### config.mk
export PLATFORM = sky130hd
export DESIGN_NAME = buzzer_pattern_sequencer_core
export DESIGN_NICKNAME = d
export VERILOG_FILES = /design/src/rtl/bps_pkg.sv /design/src/rtl/buzzer_pattern_sequencer_core.sv /design/src/rtl/bps_step.sv
export SDC_FILE = /design/constraint.sdc
export NUM_CORES = 1
export LEC_CHECK = 0
export BUFFER_PORTS_ARGS = -buffer_cell sky130_fd_sc_hd__buf_4
export CAP_MARGIN = 5
export CORE_UTILIZATION = 30
export DETAILED_ROUTE_END_ITERATION = 7
export GPL_TIMING_DRIVEN = 0
export PLACE_DENSITY = 0.56
export SLEW_MARGIN = 20
export SYNTH_ARGS = -nofsm -noshare
export SYNTH_HDL_FRONTEND = slang
export SYNTH_SLANG_ARGS = --single-unit
### constraint.sdc
create_clock -name clk -period 5.8 [get_ports clk]
set_input_delay 0.58 -clock clk [delete_from_list [all_inputs] [get_ports clk]]
set_output_delay 0.58 -clock clk [all_outputs]
set_load 0.03 [all_outputs]
### src/rtl/bps_pkg.sv
`timescale 1ns / 1ps
`default_nettype none
package bps_pkg;

	typedef enum logic [1:0] {
		PAT_SILENT   = 2'd0,
		PAT_START    = 2'd1,
		PAT_OBSTACLE = 2'd2,
		PAT_FAULT    = 2'd3
	} pattern_t;

	typedef enum logic {
		FUNC_SET    = 1'b0,
		FUNC_UPDATE = 1'b1
	} func_t;

	localparam int DurW = 11;

	typedef struct packed {
		pattern_t    requested;
		logic        obstacle_latched;
		pattern_t    playing;
		logic [1:0]  position;
		logic [31:0] start_time;
		logic        pin;
	} seq_state_t;

	function automatic logic [2:0] step_count(input pattern_t pat);
		logic [2:0] cnt;
		begin
			case (pat)
				PAT_START:    cnt = 3'd2;
				PAT_OBSTACLE: cnt = 3'd4;
				PAT_FAULT:    cnt = 3'd2;
				default:      cnt = 3'd0;
			endcase
			return cnt;
		end
	endfunction

	function automatic logic [DurW-1:0] step_dur(input pattern_t pat, input logic [1:0] idx);
		logic [DurW-1:0] dur;
		begin
			dur = '0;
			case (pat)
				PAT_START: begin
					if (idx == 2'd0) dur = 11'd100;
					else if (idx == 2'd1) dur = 11'd1900;
				end
				PAT_OBSTACLE: begin
					if (idx == 2'd3) dur = 11'd700;
					else dur = 11'd100;
				end
				PAT_FAULT: begin
					if (idx == 2'd0 || idx == 2'd1) dur = 11'd200;
				end
				default: dur = '0;
			endcase
			return dur;
		end
	endfunction

	function automatic logic step_on(input pattern_t pat, input logic [1:0] idx);
		logic on;
		begin
			case (pat)
				PAT_START:    on = (idx == 2'd0);
				PAT_OBSTACLE: on = (idx == 2'd0) || (idx == 2'd2);
				PAT_FAULT:    on = (idx == 2'd0);
				default:      on = 1'b0;
			endcase
			return on;
		end
	endfunction

endpackage
`default_nettype wire

### src/rtl/buzzer_pattern_sequencer_core.sv
`timescale 1ns / 1ps
`default_nettype none
// Channel   Direction  Handshake               Contents
// in        input      in_valid / in_stall     func, pattern_request, now_ms
// out       output     out_valid / out_stall   pin_written, pin_level
// cfg       input      cfg_valid / cfg_ready   drive_polarity_high
//
// One word is taken every cycle unless the input is stalled.
// Each result passes through the input register, the step logic and the result register.
// Reset clears the sequencer to silent with the pin at level 0 and polarity high.
// A stalled output holds its word and stalls the input once the input register is full.
module buzzer_pattern_sequencer_core (
	input  wire        clk,
	input  wire        arst_n,
	input  wire        in_valid,
	output logic       in_stall,
	input  wire        func,
	input  wire [1:0]  pattern_request,
	input  wire [31:0] now_ms,
	output logic       out_valid,
	input  wire        out_stall,
	output logic       pin_written,
	output logic       pin_level,
	input  wire        cfg_valid,
	output logic       cfg_ready,
	input  wire        drive_polarity_high
);

	logic                valid_s1;
	logic                func_s1;
	logic [1:0]          req_s1;
	logic [31:0]         now_s1;
	logic                polarity_q;
	logic                advance;
	logic                written;
	bps_pkg::seq_state_t state_q;
	bps_pkg::seq_state_t state_next;

	assign cfg_ready = 1'b1;
	assign advance = !out_valid || !out_stall;
	assign in_stall = valid_s1 && !advance;

	always_ff @(posedge clk or negedge arst_n) begin
		if (!arst_n) begin
			polarity_q <= 1'b1;
		end else if (cfg_valid && cfg_ready) begin
			polarity_q <= drive_polarity_high;
		end
	end

	always_ff @(posedge clk or negedge arst_n) begin
		if (!arst_n) begin
			valid_s1 <= 1'b0;
		end else if (!in_stall) begin
			valid_s1 <= in_valid;
		end
	end

	always_ff @(posedge clk) begin
		if (in_valid && !in_stall) begin
			func_s1 <= func;
			req_s1 <= pattern_request;
			now_s1 <= now_ms;
		end
	end

	bps_step u_step (
		.cur             (state_q),
		.func            (func_s1),
		.pattern_request (req_s1),
		.now_ms          (now_s1),
		.polarity        (polarity_q),
		.nxt             (state_next),
		.written         (written)
	);

	always_ff @(posedge clk or negedge arst_n) begin
		if (!arst_n) begin
			state_q <= '{requested: bps_pkg::PAT_SILENT, obstacle_latched: 1'b0,
				playing: bps_pkg::PAT_SILENT, position: 2'd0, start_time: 32'd0, pin: 1'b0};
			out_valid <= 1'b0;
		end else if (advance) begin
			out_valid <= valid_s1;
			if (valid_s1) begin
				state_q <= state_next;
			end
		end
	end

	always_ff @(posedge clk) begin
		if (advance && valid_s1) begin
			pin_written <= written;
			pin_level <= state_next.pin;
		end
	end

endmodule
`default_nettype wire

### src/rtl/bps_step.sv
`timescale 1ns / 1ps
`default_nettype none
module bps_step (
	input  wire bps_pkg::seq_state_t cur,
	input  wire                      func,
	input  wire [1:0]                pattern_request,
	input  wire [31:0]               now_ms,
	input  wire                      polarity,
	output bps_pkg::seq_state_t      nxt,
	output logic                     written
);

	bps_pkg::pattern_t req;
	bps_pkg::pattern_t begin_pat;
	logic              preempt;
	logic              change;
	logic [2:0]        cnt;
	logic [31:0]       elapsed;
	logic [bps_pkg::DurW-1:0] dur;
	logic              step_done;
	logic [1:0]        idx_next;
	logic [1:0]        cnt_mask;

	assign req = bps_pkg::pattern_t'(pattern_request);
	assign begin_pat = cur.obstacle_latched ? bps_pkg::PAT_OBSTACLE : cur.requested;
	assign preempt = (cur.requested == bps_pkg::PAT_FAULT || cur.requested == bps_pkg::PAT_SILENT)
		&& (cur.requested != cur.playing);
	assign change = (cur.playing != bps_pkg::PAT_OBSTACLE)
		&& (cur.obstacle_latched || (cur.requested != cur.playing));
	assign cnt = bps_pkg::step_count(cur.playing);
	assign cnt_mask = cnt[1:0] - 2'd1;
	assign elapsed = now_ms - cur.start_time;
	assign dur = bps_pkg::step_dur(cur.playing, cur.position);
	assign step_done = elapsed >= {{(32-bps_pkg::DurW){1'b0}}, dur};
	assign idx_next = (cur.position + 2'd1) & cnt_mask;

	always_comb begin
		nxt = cur;
		written = 1'b0;
		if (func == bps_pkg::FUNC_SET) begin
			if (req == bps_pkg::PAT_OBSTACLE && cur.requested != bps_pkg::PAT_OBSTACLE) begin
				nxt.obstacle_latched = 1'b1;
			end
			if (req == bps_pkg::PAT_FAULT || req == bps_pkg::PAT_SILENT) begin
				nxt.obstacle_latched = 1'b0;
			end
			nxt.requested = req;
		end else begin
			if (preempt || change || (step_done && cnt != 3'd0
					&& cur.playing == bps_pkg::PAT_OBSTACLE && cur.position == 2'd3)) begin
				nxt.playing = begin_pat;
				nxt.obstacle_latched = 1'b0;
				nxt.position = 2'd0;
				nxt.start_time = now_ms;
				nxt.pin = bps_pkg::step_on(begin_pat, 2'd0) ? polarity : ~polarity;
				written = 1'b1;
			end else if (cnt == 3'd0) begin
				nxt.pin = ~polarity;
				written = 1'b1;
			end else if (step_done) begin
				nxt.start_time = cur.start_time + {{(32-bps_pkg::DurW){1'b0}}, dur};
				nxt.position = idx_next;
				nxt.pin = bps_pkg::step_on(cur.playing, idx_next) ? polarity : ~polarity;
				written = 1'b1;
			end
		end
	end

endmodule
`default_nettype wire

* Word-level counts from Yosys, hierarchy flattened
Index checks and enable logic that the tools add are counted.
** Storage, ports and cells
- Word-level logic and storage cells :: 104
- Register bits :: 80
- Input port bits :: 41
** Cells by class
- Eq/ne operators :: 17
- Mux-type cells :: 29
- $lt $le $gt $ge :: 1
- Reductions and logical operators :: 36
- Add/subtract/negate cells :: 4
- Bitwise gates (word level) :: 3
** Operators with widths (count)
- $mux W35 :: 2
- $mux W34 :: 1
- $pmux W11 S3 :: 1
- $add A32 B11 Y32 :: 1
- $ge A32 B11 Y1 :: 1
- $sub A32 B32 Y32 :: 1
- $mux W11 :: 2
- $eq A2 B2 Y1 const B :: 9
- $mux W1 :: 17
- $mux W10 :: 1
- $logic_and A1 B1 Y1 :: 9
- $logic_not A2 Y1 :: 4
- $logic_or A1 B1 Y1 :: 8
- $mux W8 :: 1
- $reduce_and A4 Y1 :: 2
- $eq A2 B1 Y1 const B :: 3
- $pmux W3 S2 :: 1
- $reduce_bool A3 Y1 :: 2
- $reduce_and A5 Y1 :: 1
- $logic_not A1 Y1 :: 4
- $ne A2 B1 Y1 const B :: 2
- $ne A2 B2 Y1 const B :: 2
- $logic_not A3 Y1 :: 1
- $mux W3 :: 1
- other kinds (12) :: 13

* Longest topological paths before layout
Gate-level depths: netlist of the first run.
- Depth in word-level cells :: 17
- Depth in mapped cells :: 22
- Depth with buffers taken out :: 20

* Modules after synthesis
From an unflattened synthesis of the first run, not the netlist that was laid out.
** Unflattened totals
- Cell total of the unflattened synthesis :: 697
- Area total of the unflattened synthesis :: 6545.0 um^2
** Modules (own cells, without submodules)
- bps_step :: area each 3791.1 um^2, times used 1, sequential area each 0.0 um^2, cells each 564
- buzzer_pattern_sequencer_core :: area each 2753.9 um^2, times used 1, sequential area each 2188.3 um^2, cells each 133

* Least setup slack after synthesis of the first run
Ideal clock, no wire load.
- Path type :: reg2reg
- Start point :: reg now_s1[0]
- End point :: reg pin_level, data pin
- Path slack :: 1.227 ns
- Cell stages (with the launch flop) :: 21
- Clock period less this slack :: 4.573 ns
- Arrival time :: 4.310 ns
- Cells stage by stage :: edfxtp_1 -> inv_1 -> ha_1 -> fa_1 -> nand2b_1 -> a21oi_1 -> nor2_1 -> o21ai_0 -> xor2_1 -> ha_1 -> a21o_1 -> a221o_1 -> nor4_1 -> nand4_1 -> or4_1 -> a2111oi_2 -> nand4b_1 -> o31a_1 -> a221o_1 -> nor4_2 -> a21oi_1
** RTL lines
- start, declared :: line buzzer_pattern_sequencer_core.sv:32 : logic [31:0] now_s1;
- start signal, assigned :: line buzzer_pattern_sequencer_core.sv:63 : now_s1 <= now_ms;
- end signal, assigned :: line buzzer_pattern_sequencer_core.sv:93 : pin_level <= state_next.pin;
- end, declared :: line buzzer_pattern_sequencer_core.sv:23 : output logic pin_level,

==> results of run 1 <==
## layer usage
layer	vias up	track usage, %
li1	2838	-
met1	2744	23.8
met2	191	26.4
met3	22	3.01
met4	0	4.95
met5	-	0
## synth_stat cells (3+ instances only)
| cell type | number | share of area (%) |
|---|---|---|
| mux2i_1 | 6 | 0.95 |
| o22ai_1 | 5 | 0.50 |
| nor2_1 | 56 | 3.3 |
| a211oi_1 | 4 | 0.48 |
| nand2b_1 | 12 | 1.2 |
| a21o_1 | 11 | 1.3 |
| a2111oi_0 | 4 | 0.55 |
| edfxtp_1 | 37 | 18 |
| xnor2_1 | 15 | 2.1 |
| and3_1 | 3 | 0.30 |
| a31oi_1 | 7 | 0.69 |
| o21ai_1 | 9 | 0.71 |
| or3_1 | 7 | 0.69 |
| o21ai_0 | 44 | 3.5 |
| o311ai_0 | 4 | 0.55 |
| xor2_1 | 9 | 1.2 |
| nor2b_1 | 4 | 0.40 |
| a21oi_1 | 57 | 4.5 |
| o211ai_1 | 16 | 1.9 |
| ha_1 | 54 | 11 |
| nor4_1 | 4 | 0.40 |
| buf_2 | 13 | 1.0 |
| nor3_1 | 18 | 1.4 |
| nand4_1 | 21 | 2.1 |
| nand2_1 | 82 | 4.9 |
| o31ai_1 | 3 | 0.36 |
| o311a_1 | 3 | 0.48 |
| and2_1 | 5 | 0.50 |
| a221oi_1 | 8 | 1.1 |
| or2_2 | 4 | 0.40 |
| o211a_1 | 6 | 0.95 |
| o311ai_1 | 5 | 0.69 |
| dfrtp_1 | 42 | 17 |
| o21a_1 | 10 | 1.2 |
| nand3_1 | 16 | 1.3 |
| clkbuf_1 | 16 | 0.95 |
| o21bai_1 | 3 | 0.36 |
| inv_1 | 55 | 3.3 |
## cells by family (layout without fill, tap and decap cells)
family | after synthesis | after routing | synth area share [%]
AO/OA/AOI/OAI | 233 | 233 | 24.9
multiplexers | 10 | 10 | 1.66
other | 1 | 1 | 0.0594
AND/OR/NAND/NOR | 243 | 243 | 18.3
XOR/XNOR | 24 | 24 | 3.33
buffers and inverters | 87 | 148 | 5.73
adder cells (fa/ha/maj) | 56 | 56 | 11.3
flip-flops | 80 | 80 | 34.6
## worst max-delay path: cells and delay by family, from the launching register on
family                     cells  cell delay [ps]
xor gates and xnor gates       1               90
adders and majority gates      3              780
buffers and inverters          2              370
and+or+nand+nor                8             1830
AOI/OAI and AO/OA              7             1710
DFF                            1              340
## final timing paths
path / end / slack [ps] / startpoint / cells past startpoint
max reg2reg: pin_level$_DFFE_PP_ / 390 / now_s1[0]$_DFFE_PP_ / 21
min: state_q[38]$_DFFE_PN0P_ / 240 / arst_n / 1
min reg2reg: state_q[38]$_DFFE_PN0P_ / 500 / req_s1[0]$_DFFE_PP_ / 2
max in group asynchronous: state_q[30]$_DFFE_PN0P_ / 5150 / arst_n / 1
min in group clk: now_s1[24]$_DFFE_PP_ / 410 / now_ms[24] / 1
max: pin_level$_DFFE_PP_ / 390 / now_s1[0]$_DFFE_PP_ / 21
## power by group through the flow
| stage | Combinational, mW | Sequential (mW) | Clock, mW |
|---|---|---|---|
| final | 2.52 | 0.889 | 0.610 |
| after floorplan | 1.89 | 0.859 | 0 |
| after global routing | 2.83 | 0.908 | 0.650 |
| after detailed placement | 2.48 | 0.892 | 0 |
| after CTS | 2.50 | 0.882 | 0.624 |
| after global placement | 2.46 | 0.889 | 0 |
## area by class of cell
class | instances | share of cell area (%)
clock buffers | 10 | 3.13
plain buffers | 32 | 2.12
inverters | 55 | 2.82
multi-input cells | 567 | 51.5
flip-flops and latches | 80 | 29.9
repair buffers | 45 | 4.78
well taps | 270 | 4.61
clock inverters | 6 | 1.14
==> reports/metrics.cfg, run 1 <==
[floorplanning]
design.die.area_um2 = 21600
core_area_um2 = 20400
ios = 46
floorplan.die.height_um = 147
initial_core_util_pct = 30.9
die_x_um = 147
rows = 52

[synthesis]
syn_inst = 734
syn_area_um2 = 6320
ys_warn_count = 0
async_flop_share_pct = 53.8
synth_nets = 831
synthFlopType = dfrtp_1
yosysSeqAreaShare_pct = 34.6
synth.distinct_cells = 78
synth_edf_count = 37
ys_ff_latch = 80
avgSynthCellArea_um2 = 8.60

[placement]
dp_cells = 1049
io_buffers = 44
preCtsSetupSlack_ps = 357
placed_area_um2 = 7010
place.detailed.hpwl_um = 13900
place_congestion = 0.898

[drt]
drc = 0
wl_met1_um = 8670
routed-wl-met3_um = 1040
vias_per_cell = 5.44
drt_iter0_drc = 544
routed-via-count = 5795
met2_length_um = 7960
drt.antenna.violating_nets = 0
drt_pass1_iterations = 6
finalWirelength_um = 17900
routedWlPerCell_um = 16.8
highest_layer = met4

[power_and_ir_drop]
pwr-share-comb_pct = 62.7
cellPowerDensity_nw_per_um2 = 549
internal-power_mw = 2.10
total_power_mw = 4.02
p_seq_share_pct = 22.1
switching_share_pct = 47.8
peakVddDrop_v = 0.000183
cellLeakagePower_nw = 3.08
power_frac_clock_pct = 15.2
switchingPower_mw = 1.92

[critical_path]
required_ps = 5880
crit_path_end_kind = flip-flop
cpMaxStageDelayCell = or4_1
cp_max_fo = 10
worstSetupPathType = flip-flop to flip-flop
worstPathCellList = inv_1, ha_1, fa_1, nand2b_1, a21oi_1, nor2_1, o21ai_0, xor2_1, ha_1, a21o_1, a221o_1, nor4_1, nand4_1, or4_1, a2111oi_2, nand4b_1, o21bai_2, buf_2, nor2_1, nor4_2, a21oi_1
cp.arrival_ps = 5480
crit_path_start_kind = flip-flop
max_stage_delay_ps = 420

[clock_tree]
cts_max_path_buffers = 2
cts_root_buf = clkbuf_16
htree_num_levels = 3
cts_tree = yes
ctsHoldBuffers = 0
cts_buffers = 9
cts.reportedPaths.clkPinSlew_ps = 60
cts_sinks = 80
ctsResizeCount = 0
post_cts_buffers = 0
clk_latency_ps = 340

[timing]
whs_ps = 241
fmax_mhz = 185
layout_setup_ws_ps = 395
slew_headroom_pct = 29.4
slew_viol_final = 0
period_share_pct = 93.2
hold_viol = 0
tns_ps = 0
fin_crit_ps = 5410
tightestPinTransition_ps = 1050
rsz0062_at_grt = false
fin_worst_skew_ps = 7.45
setup_violations = 0

[global_route]
grt_pass1_wl_um = 28400
grt_pass1_vias = 5308
grt_max_degree = 44
overflow = 0
grt_usage_pct = 16.9
antenna_found_initial = 0

[final_layout]
largest_reg_flops = 40
multiInputGateArea_um2 = 3770
largestRegisters = state_q: 40 flops, now_s1: 32 flops, req_s1: 2 flops
regArea_um2 = 2190
layout_commonest_cell = nand2_1
fin_util_pct = 35.8
drive_above_1_share_pct = 11.6
instances_no_fill = 1065
design_area_um2 = 7320
mostFrequentLayoutCells = nand2_1 (82), a21oi_1 (56), nor2_1 (56)
fill_cells = 2134
regMostFlops = state_q
nets = 887
area_delta_synth_final_pct = 15.9
antenna_cells = 0

[worst_hold_path]
holdCritPathClass = input pin to async pin

[flow_run]
drv_cap = 0

[run_status]
run_status = completed

(Power assumes the default switching activity.)
==> run 2: changes to the inputs <==
==> constraint.sdc (replaced) <==
create_clock -name clk -period 5.8 [get_ports clk]
set_input_delay 0.29 -clock clk [delete_from_list [all_inputs] [get_ports clk]]
set_output_delay 0.29 -clock clk [all_outputs]
set_load 0.03 [all_outputs]
==> run 2 against run 1 <==
Combinational power about the same. Sequential power about the same. Total power about the same. Critical path depth unchanged. Fmax up 0.30%. Hold slack worse by 120 ps. Sequential share of layout area about the same. Via count up 0.36%. Routed wire length up 0.36%. Register-to-register slack better by 20 ps. Design area up 0.14%. Utilization about the same. Critical path type unchanged.
==> reports/metrics.cfg, run 2 (synthesized netlist as in run 1, its figures left out) <==
[final_layout]
layout_commonest_cell = nand2_1
regMostFlops = state_q
instances_no_fill = 1066  ; +0.094%
area_delta_synth_final_pct = 16.1
fin_util_pct = 35.9  ; +0.049 points
design_area_um2 = 7330  ; +0.14%
largestRegisters = state_q: 40 flops, now_s1: 32 flops, req_s1: 2 flops
drive_above_1_share_pct = 11.6  ; -0.015 points
antenna_cells = 0  ; unchanged
nets = 888  ; +0.11%
mostFrequentLayoutCells = nand2_1 (82), a21oi_1 (56), nor2_1 (56)
largest_reg_flops = 40  ; unchanged

[timing]
slew_viol_final = 0  ; unchanged
fin_worst_skew_ps = 7.56  ; +0.110 ps
tns_ps = 0  ; unchanged
period_share_pct = 92.9  ; -0.27 points
setup_violations = 0  ; unchanged
fin_crit_ps = 5390  ; -15.9 ps
fmax_mhz = 186  ; +0.30%
slew_headroom_pct = 27.0  ; -2.4 points
tightestPinTransition_ps = 1090  ; +35.7 ps
hold_viol = 0  ; unchanged
rsz0062_at_grt = false

[floorplanning]
initial_core_util_pct = 30.9  ; unchanged
design.die.area_um2 = 21600  ; unchanged
rows = 52  ; unchanged
floorplan.die.height_um = 147  ; unchanged
core_area_um2 = 20400  ; unchanged
die_x_um = 147  ; unchanged
ios = 46  ; unchanged

[global_route]
grt_max_degree = 44  ; unchanged
grt_pass1_wl_um = 28400  ; about the same
grt_usage_pct = 16.9  ; about the same
overflow = 0  ; unchanged
grt_pass1_vias = 5312  ; +0.075%
antenna_found_initial = 0  ; unchanged

[clock_tree]
clk_latency_ps = 340  ; about the same
cts_root_buf = clkbuf_16
cts_tree = yes
cts_max_path_buffers = 2  ; unchanged
cts_sinks = 80  ; unchanged
cts_buffers = 9  ; unchanged
post_cts_buffers = 0  ; unchanged
htree_num_levels = 3  ; unchanged
cts.reportedPaths.clkPinSlew_ps = 60  ; about the same

[power_and_ir_drop]
peakVddDrop_v = 0.000183  ; about the same
cellPowerDensity_nw_per_um2 = 548  ; -0.18%
cellLeakagePower_nw = 3.08  ; +0.14%

[critical_path]
crit_path_start_kind = flip-flop
required_ps = 5880  ; about the same
cp.arrival_ps = 5470  ; about the same
crit_path_end_kind = flip-flop
cpMaxStageDelayCell = or4_1
max_stage_delay_ps = 420  ; about the same
worstPathCellList = inv_1, ha_1, fa_1, nand2b_1, a21oi_1, nor2_1, o21ai_0, xor2_1, ha_1, a21o_1, a221o_1, nor4_1, nand4_1, or4_1, a2111oi_2, nand4b_1, o21bai_2, buf_2, nor2_1, nor4_2, a21oi_1
cp_max_fo = 10  ; unchanged
worstSetupPathType = flip-flop to flip-flop

[placement]
dp_cells = 1049  ; unchanged
place_congestion = 0.898  ; unchanged
placed_area_um2 = 7010  ; unchanged
io_buffers = 44  ; unchanged
place.detailed.hpwl_um = 13900  ; unchanged

[drt]
routed-via-count = 5816  ; +0.36%
routedWlPerCell_um = 16.9  ; +0.27%
finalWirelength_um = 18000  ; +0.36%
drt_iter0_drc = 497  ; -8.6%
drt_pass1_iterations = 5  ; -1
drc = 0  ; unchanged
vias_per_cell = 5.46  ; +0.27%
drt.antenna.violating_nets = 0  ; unchanged

[flow_run]
drv_cap = 0  ; unchanged

[worst_hold_path]
holdCritPathClass = input pin to flip-flop

[run_status]
run_status = completed

[run 2: cell count changes in the layout (fill, tap and decap cells not counted), sizes merged]
cell | previous run | this run
dlygate4sd3 | 0 | 1
[run 2: cell type report]
| class | count | area, um^2 |
|---|---|---|
| plain buffers | 32 | 155 |
| fillers | 2133 | 13100 |
| multi-input cells | 567 | 3770 |
| repair buffers | 46 | 360 |
| flip-flops and latches | 80 | 2190 |
| clock inverters | 6 | 83.8 |
| well taps | 270 | 338 |
| clock buffers | 10 | 229 |
| inverters | 55 | 206 |
[run 2: worst paths after layout]
path                                          start                      end  slack, ps  depth (start not counted)
worst max-delay path            now_s1[0]$_DFFE_PP_      pin_level$_DFFE_PP_        410                         21
worst min-delay path                     now_ms[24]     now_s1[24]$_DFFE_PP_        120                          1
worst max register to register  now_s1[0]$_DFFE_PP_      pin_level$_DFFE_PP_        410                         21
worst min register to register  req_s1[0]$_DFFE_PP_  state_q[38]$_DFFE_PN0P_        500                          2
max in group asynchronous                    arst_n  state_q[30]$_DFFE_PN0P_       4890                          2
min in group asynchronous                    arst_n  state_q[38]$_DFFE_PN0P_        500                          2
[run 2: stage by stage]
step | power (mW) | setup WS (ps) | hold slack, ps
6_report | 4.02 | 411 | 117
5_1_grt | 4.39 | 50.5 | 105
4_1_cts | 4.00 | 330 | 107
3_5_place_dp | 3.37 | 357 | 349
3_3_place_gp | 3.35 | 336 | 343
2_1_floorplan | 2.75 | 1230 | -5.59
[run 2: metal layers]
metal,vias up,wire length [um],GRT usage [%]
li1,2838,-,-
met1,2765,8540,23.9
met2,197,7980,26.4
met3,16,1240,3.01
met4,0,242,4.95
met5,-,0,0
[run 2: worst max-delay path, delay by kind of cell (launching register included)]
kind / cells / cell delay (ps)
buf+inv: 2 / 370
xor+xnor: 1 / 90
compound gates: 7 / 1700
flops: 1 / 340
simple gates: 8 / 1820
fa+ha+maj: 3 / 780
[run 2: report_power, final]
group,switching [mW],internal [mW],leakage [nW]
clock network,0.236,0.375,0.148
logic,1.55,0.976,2.07
registers,0.140,0.749,0.865
total,1.92,2.10,3.08
[run 2: repair_timing]
| item | in CTS | in global routing |
|---|---|---|
| endpoints found under the setup margin | 0 | 1 |
| hold endpoints to repair | 42 | 0 |
| hold buffers | 1 | 0 |
| resized for setup | 0 | 1 |
